$ cat src/rtl/swms_pkg.sv
// Shared types and constants for the sliding window spread block.
// No dependencies; imported by swms_alu, the top level and the bench.
package swms_pkg;

    localparam int SAMPLE_W       = 32;
    localparam int WINDOW_W       = 11;
    localparam int PADDR_W        = 2;
    localparam int PDATA_W        = 32;
    localparam int DEF_MAX_WINDOW = 1024;

    localparam logic [PADDR_W-1:0]  REG_WINDOW_SIZE_ADDR = 2'd0;
    localparam logic [WINDOW_W-1:0] WINDOW_RESET         = 11'd1;

    // sequencer states
    typedef enum logic [3:0] {
        S_IDLE,
        S_EXP_RD,
        S_EXP_CHK,
        S_POP_RDQ,
        S_POP_RDS,
        S_POP_CHK,
        S_PUSH,
        S_FRONT_RD,
        S_HI_RD,
        S_LO_RD,
        S_SPREAD,
        S_BEST,
        S_DONE
    } state_t;

    // operand selection of the shared subtractor
    typedef enum logic [2:0] {
        ALU_EXPIRE,
        ALU_POP_MAX,
        ALU_POP_MIN,
        ALU_SPREAD,
        ALU_BEST
    } alu_op_t;

    typedef struct packed {
        logic [SAMPLE_W-1:0] diff;
        logic                borrow;
    } alu_res_t;

endpackage

$ cat src/rtl/swms_alu.sv
// Shared 33-bit subtractor with operand selection for all compares.
// Depends on swms_pkg.
module swms_alu import swms_pkg::*; #(
    parameter int CW = 11
) (
    input  alu_op_t             op,
    input  logic [SAMPLE_W-1:0] x,
    input  logic [SAMPLE_W-1:0] smp,
    input  logic [SAMPLE_W-1:0] hi,
    input  logic [SAMPLE_W-1:0] spread,
    input  logic [SAMPLE_W-1:0] best,
    input  logic [CW-1:0]       age,
    input  logic [CW-1:0]       win,
    output alu_res_t            res
);

    logic [SAMPLE_W-1:0] a;
    logic [SAMPLE_W-1:0] b;
    logic [SAMPLE_W:0]   d;

    // operand select
    always_comb
    begin
        unique case (op)
            ALU_EXPIRE:
            begin
                a = SAMPLE_W'(age);
                b = SAMPLE_W'(win);
            end
            ALU_POP_MAX:
            begin
                a = x;
                b = smp;
            end
            ALU_POP_MIN:
            begin
                a = smp;
                b = x;
            end
            ALU_SPREAD:
            begin
                a = hi;
                b = smp;
            end
            ALU_BEST:
            begin
                a = best;
                b = spread;
            end
            default:
            begin
                a = hi;
                b = smp;
            end
        endcase
    end

    // borrow set means a < b
    assign d          = {1'b0, a} - {1'b0, b};
    assign res.diff   = d[SAMPLE_W-1:0];
    assign res.borrow = d[SAMPLE_W];

endmodule

$ cat config.mk
export PLATFORM = sky130hd
export DESIGN_NAME = swms_alu
export DESIGN_NICKNAME = d
export VERILOG_FILES = /design/src/rtl/swms_pkg.sv /design/src/rtl/swms_alu.sv
export SDC_FILE = /design/constraint.sdc
export NUM_CORES = 1
export LEC_CHECK = 0
export BUFFER_PORTS_ARGS = -buffer_cell sky130_fd_sc_hd__buf_2
export CAP_MARGIN = 5
export CORE_ASPECT_RATIO = 0.9
export CORE_MARGIN = 2
export CORE_UTILIZATION = 45
export DETAILED_ROUTE_END_ITERATION = 10
export PLACE_DENSITY_LB_ADDON = 0.05
export SYNTH_ARGS = -nofsm -noshare
export SYNTH_HDL_FRONTEND = slang
export SYNTH_SLANG_ARGS = --single-unit
$ cat constraint.sdc
create_clock -name vclk -period 5.45
set_input_delay 0.545 -clock vclk [all_inputs]
set_output_delay 0.545 -clock vclk [all_outputs]
set_load 0.1 [all_outputs]
==> results of run 1 <==
-- report_power, final --
group	internal (mW)	leakage, nW	switching (mW)
Clock	0	0	0
Combinational	0.715	2.48	1.35
Sequential	0	0	0
Total	0.715	2.48	1.35
-- critical path: cells and delay by family --
family          cells  cell delay (ns)
compound gates      9             2.23
fa+ha+maj           2             0.66
buf+inv             3             0.59
simple gates        1             0.44
-- per-stage QoR --
step           hold WS [ns]  instance area, um^2  instances  worst slack, ns  utilization
3_5_place_dp          1.777                 5264        820           0.4855       0.6620
6_report              1.776                 5264        820           0.4269       0.6620
2_1_floorplan         1.661                 3717        540          0.02064            -
5_1_grt               1.803                 5264        820           0.2263       0.6620
4_1_cts               1.780                 5264        820           0.4674       0.6620
3_3_place_gp          1.797                 5264        820           0.5869       0.6620
-- placed cells by master (no fill, tap or decap), types with 6 or more instances in the layout --
master	count
mux2_2	8
nor2_1	45
a222oi_1	21
nand3_1	7
o221a_2	19
a31oi_1	6
a21o_1	14
nand2b_1	7
buf_2	189
ha_1	32
xor2_2	6
mux2i_1	15
xor2_1	9
xnor2_1	11
o22ai_1	16
a21oi_1	68
o21ai_0	50
inv_1	9
nand2_1	36
buf_12	29
buf_4	10
a22o_1	31
-- logic make-up after synthesis --
family,after synthesis,share of synthesized area
AOI/OAI and AO/OA,277,0.5386
and+or+nand+nor,123,0.1536
buffers and inverters,56,0.05965
adders and majority gates,33,0.1152
xor gates and xnor gates,28,0.06719
muxes,23,0.06582
-- area by class of cell --
class / instances / area [um^2] / share of cell area
inverters: 9 / 33.78 / 0.006418
multi-input cells: 484 / 3505 / 0.6658
well taps: 99 / 123.9 / 0.02353
repair buffers: 228 / 1602 / 0.3043
-- worst paths after layout --
kind              startpoint  endpoint  slack (ns)  depth (start not counted)
hold / removal        smp[0]    res[1]        1.78                          6
setup / recovery       op[1]    res[0]        0.43                         15
-- per-layer routing --
| metal | vias to the layer above | GRT usage | part of all wire |
|---|---|---|---|
| li1 | 2520 | - | - |
| met3 | 38 | 0.03049 | 0.093 |
| met5 | - | 0 | 0 |
| met4 | 0 | 0.08842 | 0.022 |
| met2 | 338 | 0.5553 | 0.49 |
| met1 | 2415 | 0.4069 | 0.40 |
==> metrics.md, run 1 <==
| Metric | Value |
|---|---|
| DRC | `0` |
| Initial DRC Count | `558` |
| Top post-synthesis cells by area | `ha_1 (11%), a21oi_1 (9.3%), a22o_1 (7.4%)` |
| Slowest CP cell | `or2_2` |
| GRT Total Usage | `0.3128` |
| Die Wd | `98.93 um` |
| FMAX | `0.1991 GHz` |
| Die height | `89.44 um` |
| Leading area contributor after synthesis | `ha_1` |
| Arr. time, crit path | `4.48 ns` |
| # rows | `31` |
| CP Capture Type | `output port` |
| GRT overflow | `0` |
| Vias in the first global route | `4868` |
| Outcome | `completed` |
| First-pass GRT wire length | `23030 um` |
| Setup TNS | `0 ns` |
| Via count | `5311` |
| Max-Cap Viols | `0` |
| Share of cells above drive strength 1 | `0.3897` |
| YS warnings | `0` |
| RSZ-0062 raised after global routing | `false` |
| Synth top area share | `0.1097` |
| Top-count cell post-synth | `a21oi_1` |
| WL per Instance | `18.54 um` |
| Worst Path Max Fanout | `18` |
| Antenna diodes | `0` |
| Area Growth Syn to Fin | `44.22%` |
| Final Hold Fails | `0` |
| Nets | `941` |
| Seq cells | `0` |
| Number of vias per cell | `6.477` |
| Die area | `8848 um^2` |
| Setup violators final | `0` |
| Setup Buffers After CTS | `0` |
| Fillers | `736` |
| Syn_nets | `758` |
| Crit-path max cell delay | `0.44 ns` |
| Peak VDD IR | `0.0002367 V` |
| ANT nets after route | `0` |
| Core ar. | `7951 um^2` |
| Seq/Total Area, Yosys | `0` |
| Hold Crit Class | `input pin to output port` |
| Leak | `2.476 nW` |
| Rel. slew slack | `0.5695` |
| Largest net degree at the start of global routing | `45` |
| TritonRoute pass-1 iters | `6` |
| Post-DP HPWL | `12470 um` |
| CTS resizes | `0` |
| Synth cell count leaders | `a21oi_1 (68), o21ai_0 (50), nor2_1 (47)` |
| Clock buffers | `0` |
| Ports | `218` |
| Pins Over Slew Limit | `0` |
| Register Area | `0 um^2` |
| Port Buffer Count | `218` |
| Total wire length | `15210 um` |
| Critical path's most frequent cell | `a311o_1` |
| Initial antenna violation count | `0` |
| Final min period | `5.023 ns` |
| Syn Area/Cell | `6.759 um^2` |
| Power Density | `392.1 nW/um^2` |
| Synthesized instance count | `540` |
| Final period utilization | `0.9217` |
| Netlist Area Pre-Place | `3650 um^2` |
| Total power | `2.064 mW` |
| Critical path type | `input pin to output port` |
| Post-synth cell types | `57` |
| Crit path cell chain | `buf_2, a21oi_1, or2_2, o221ai_1, ha_1, inv_1, fa_1, a211oi_2, o21ai_1, o2111ai_1, o211ai_1, a311o_1, a311o_1, o221ai_2, buf_12` |
| Routability Congestion | `0.9958` |
| Starting density of the core | `0.4590` |
| Critical Path Source Type | `input pin` |
| Worst-Margin Slew | `0.6427 ns` |
| Post-CTS Hold Fix Bufs | `0` |
| Worst EP required | `4.91 ns` |
Note: power is estimated with default switching activity, not from simulation.
==> run 2, diff against run 1 <==
Settings changed: CORE_UTILIZATION 45 to 47.
==> run 2 against run 1 <==
Compared with the run above: sequential share of layout area stayed put; cell count stayed put; first-iteration DRC count is 20% lower; highest routed layer unchanged; global-route usage is 0.92 points higher; cell area is 1.1% lower; critical path depth is 1 higher; combinational power is 2% lower; sequential cell count stayed put; die area is 4.1% lower; total power is 2.6% lower; wire length is 2.1% lower.
==> metrics.md, run 2 (synthesis gave the netlist of run 1 again) <==
| Metric | Value |
|---|---|
| Share of cells above drive strength 1 | `0.3923` |
| Register Area | `0 um^2` |
| Critical path's most frequent cell | `a311o_1` |
| Final Hold Fails | `0` |
| TritonRoute pass-1 iters | `7` |
| Clock buffers | `0` |
| Nets | `944` |
| Initial DRC Count | `446` |
| FMAX | `0.2014 GHz` |
| P_int | `666.5 uW` |
| Gate power share | `1.000` |
| Setup violators final | `0` |
| WL per Instance | `18.16 um` |
| Total power | `2.010 mW` |
| Die area | `8488 um^2` |
| Fillers | `700` |
| ANT nets after route | `0` |
| Psw | `1.344 mW` |
| Power Density | `386.0 nW/um^2` |
| Crit path cell chain | `buf_2, nor2_2, buf_4, nand2_1, o221ai_1, ha_1, inv_1, fa_1, a211oi_2, o21ai_1, o2111ai_1, o211ai_1, a311o_1, a311o_1, o221ai_2, buf_12` |
| Outcome | `completed` |
| Seq cells | `0` |
| Sequential power share | `0` |
| Critical Path Source Type | `input pin` |
| RSZ-0062 raised after global routing | `false` |
| Ports | `218` |
| Number of vias per cell | `6.605` |
| Hold Crit Class | `input pin to output port` |
| Clock share of power | `0` |
| Max-Cap Viols | `0` |
| Worst Hold Depth | `6` |
| Leak | `2.464 nW` |
| Final min period | `4.966 ns` |
| Worst Setup EP | `res[0]` |
| Port Buffer Count | `218` |
| Rel. slew slack | `0.4909` |
| First-pass GRT wire length | `23360 um` |
| CP Capture Type | `output port` |
| Most common cell after layout, fill and taps aside | `buf_2` |
| Pins Over Slew Limit | `0` |
| Total wire length | `14890 um` |
| Multi-input gate area | `3505 um^2` |
| Worst Path Max Fanout | `34` |
| Initial antenna violation count | `0` |
| Switching share of power | `0.6684` |
| Worst-Margin Slew | `0.7556 ns` |
| Routability Congestion | `0.9910` |
| Worst EP required | `4.91 ns` |
| Core ar. | `7545 um^2` |
| Largest net degree at the start of global routing | `49` |
| Post-CTS Hold Fix Bufs | `0` |
| Starting density of the core | `0.4837` |
| Worst hold start | `smp[0]` |
| Hold WS | `1.786 ns` |
| Slowest CP cell | `fa_1` |
| Setup Buffers After CTS | `0` |
| # rows | `30` |
| Setup TNS | `0 ns` |
| Die height | `87.60 um` |
| Crit-path max cell delay | `0.43 ns` |
| Die Wd | `96.89 um` |
| Arr. time, crit path | `4.42 ns` |
| GRT overflow | `0` |
| Peak VDD IR | `0.0002118 V` |
| CTS resizes | `0` |
| Worst setup startpoint | `op[2]` |
| Final period utilization | `0.9113` |
| Via count | `5416` |
| Post-DP HPWL | `12050 um` |
| DRC | `0` |
| Antenna diodes | `0` |
| Area Growth Syn to Fin | `42.68%` |
| Critical path type | `input pin to output port` |
| Most frequent cells in the layout | `buf_2 (194), a21oi_1 (68), o21ai_0 (50), nor2_1 (45), nand2_1 (36)` |
| GRT Total Usage | `0.3220` |
| Vias in the first global route | `5035` |
## run 2: worst min-delay path by stage
stage	endpoint	slack [ns]
after floorplan	res[1]	1.66
after global placement	res[1]	1.78
after detailed placement	res[1]	1.77
after CTS	res[1]	1.78
after global routing	res[1]	1.83
final	res[1]	1.79
## run 2: area by class of cell
type | count | area share
Inverter | 9 | 0.006487
Multi-Input combinational cell | 484 | 0.6730
Timing Repair Buffer | 231 | 0.2975
Tap cell | 96 | 0.02307
## run 2: stage by stage
step | std cells | worst slack [ns] | util | area [um^2]
2_1_floorplan | 540 | 0.02064 | - | 3717
3_3_place_gp | 820 | 0.5779 | 0.6902 | 5207
3_5_place_dp | 820 | 0.5516 | 0.6902 | 5207
4_1_cts | 820 | 0.5283 | 0.6902 | 5207
5_1_grt | 820 | 0.1705 | 0.6902 | 5207
6_report | 820 | 0.4835 | 0.6902 | 5207
## run 2: power by group through the flow
stage	clock network, mW	logic, mW	registers, mW
4_1_cts	0	2.00	0
5_1_grt	0	2.09	0
3_3_place_gp	0	1.98	0
3_5_place_dp	0	1.99	0
2_1_floorplan	0	1.37	0
6_report	0	2.01	0
## run 2: critical path: cells and delay by family
family	cells	cell delay [ns]
AO/OA/AOI/OAI	8	2.09
buffers and inverters	4	0.83
adder cells (fa/ha/maj)	2	0.62
AND/OR/NAND/NOR	2	0.30
## run 2: routing by layer
metal	vias up	GRT usage	routed length, um
li1	2524	-	-
met1	2464	0.4283	6116
met2	388	0.5612	6982
met3	40	0.02634	1487
met4	0	0.1012	304
met5	-	0	0
==> run 3, diff against run 2 <==
--- a/config.mk
+++ b/config.mk
@@ -11,3 +11,3 @@
 export CORE_MARGIN = 2
-export CORE_UTILIZATION = 47
+export CORE_UTILIZATION = 50
 export DETAILED_ROUTE_END_ITERATION = 10
==> constraint.sdc (replaced) <==
create_clock -name vclk -period 6.1
set_input_delay 0.61 -clock vclk [all_inputs]
set_output_delay 0.61 -clock vclk [all_outputs]
set_load 0.01 [all_outputs]
==> run 3 against run 2 <==
Compared with the run above: core utilization shrank 2.2 points; die area decreased by 5.7%; non-clock buffer count shrank 7; worst setup slack gained 0.18 ns; cell count shrank 1.2%; first-iteration DRC count increased by 17%; critical path depth fell by 1; cell area down 9.3%; sequential cell count unchanged; combinational power is 60% lower; global-route usage increased by 1.0 points; largest power group unchanged.
==> metrics.md, run 3 (synthesis gave the netlist of run 1 again) <==
| Metric | Value |
|---|---|
| CP Capture Type | `output port` |
| Total power | `808.5 uW` |
| Seq cells | `0` |
| Crit-path max cell delay | `0.60 ns` |
| Register Area | `0 um^2` |
| WL per Instance | `17.92 um` |
| Most frequent cells in the layout | `buf_2 (217), a21oi_1 (68), o21ai_0 (50), nor2_1 (45), nand2_1 (36)` |
| Setup Buffers After CTS | `0` |
| Post-DP HPWL | `11510 um` |
| Leak | `2.278 nW` |
| Die height | `85.05 um` |
| Final period utilization | `0.8915` |
| Vias in the first global route | `4752` |
| Setup Slack @ Placement | `0.8110 ns` |
| Met2 WL | `6866 um` |
| Number of vias per cell | `6.588` |
| Worst-Margin Slew | `0.6872 ns` |
| Worst EP required | `5.49 ns` |
| Antenna diodes | `0` |
| Initial DRC Count | `524` |
| Initial antenna violation count | `0` |
| Crit path cell chain | `buf_2, a21oi_1, or2_2, o221ai_1, ha_1, inv_1, fa_1, a211oi_2, o21ai_1, o2111ai_1, a31oi_1, a2111oi_0, nor2_1, xor2_1, buf_2` |
| Largest net degree at the start of global routing | `50` |
| Pins Over Slew Limit | `0` |
| Ports | `218` |
| RSZ-0062 raised after global routing | `false` |
| Met1 WL | `6054 um` |
| TritonRoute pass-1 iters | `5` |
| Outcome | `completed` |
| DR top layer | `met4` |
| Critical Path Source Type | `input pin` |
| PnR worst setup slack | `0.6621 ns` |
| Slowest CP cell | `a2111oi_0` |
| Starting density of the core | `0.5158` |
| Power Density | `171.1 nW/um^2` |
| Fillers | `692` |
| Critical path's most frequent cell | `buf_2` |
| Max-Cap Viols | `0` |
| GRT overflow | `0` |
| # rows | `29` |
| Peak VDD IR | `0.0001027 V` |
| Setup TNS | `0 ns` |
| Share of cells above drive strength 1 | `0.3738` |
| Die area | `8000 um^2` |
| FMAX | `0.1839 GHz` |
| Hold WS | `1.745 ns` |
| Most common cell after layout, fill and taps aside | `buf_2` |
| Worst hold start | `smp[0]` |
| Routability Congestion | `0.9908` |
| CTS resizes | `0` |
| Final min period | `5.438 ns` |
| Worst setup startpoint | `op[0]` |
| Hold Crit Class | `input pin to output port` |
| Die Wd | `94.06 um` |
| Worst Path Max Fanout | `29` |
| Port Buffer Count | `218` |
| Total wire length | `14520 um` |
| ANT nets after route | `0` |
| Met3 WL | `1504 um` |
| Post-CTS Hold Fix Bufs | `0` |
| Final Hold Fails | `0` |
| DRC | `0` |
| Rel. slew slack | `0.5370` |
| Nets | `937` |
| Fin util | `0.6679` |
| Critical path type | `input pin to output port` |
| Via count | `5336` |
| Setup violators final | `0` |
| First-pass GRT wire length | `22260 um` |
| GRT Total Usage | `0.3321` |
| Arr. time, crit path | `4.83 ns` |
| Area Growth Syn to Fin | `29.48%` |
| Clock buffers | `0` |
| Core ar. | `7076 um^2` |
## run 3: per-layer routing
metal	track usage	up-vias
met3	0.02309	10
met1	0.4639	2462
met4	0.03426	0
met2	0.5786	348
li1	-	2516
met5	0	-
## run 3: critical path, delay by kind of cell
kind / cells / cell delay (ns)
buffers and inverters: 3 / 0.60
AO/OA/AOI/OAI: 7 / 2.10
AND/OR/NAND/NOR: 2 / 0.68
adder cells (fa/ha/maj): 2 / 0.65
XOR/XNOR: 1 / 0.16
## run 3: layout make-up
class | instances | area (um^2) | share of cell area
tap | 93 | 116.4 | 0.02462
multi-input combinational | 484 | 3437 | 0.7273
timing repair buffer | 224 | 1139 | 0.2409
inverter | 9 | 33.78 | 0.007149
## run 3: worst paths after layout
check                      to  slack, ns  cells after the start
worst max-delay path  res[31]       0.66                     15
worst min-delay path   res[1]       1.75                      6
## run 3: metrics by stage
step | cells | instance area, um^2
4_1_cts | 810 | 4726
2_1_floorplan | 540 | 3650
6_report | 810 | 4726
3_3_place_gp | 810 | 4726
3_5_place_dp | 810 | 4726
5_1_grt | 810 | 4726
## run 3: where the power goes
part | switching, mW | internal [mW]
logic | 0.457 | 0.351
clock network | 0 | 0
registers | 0 | 0
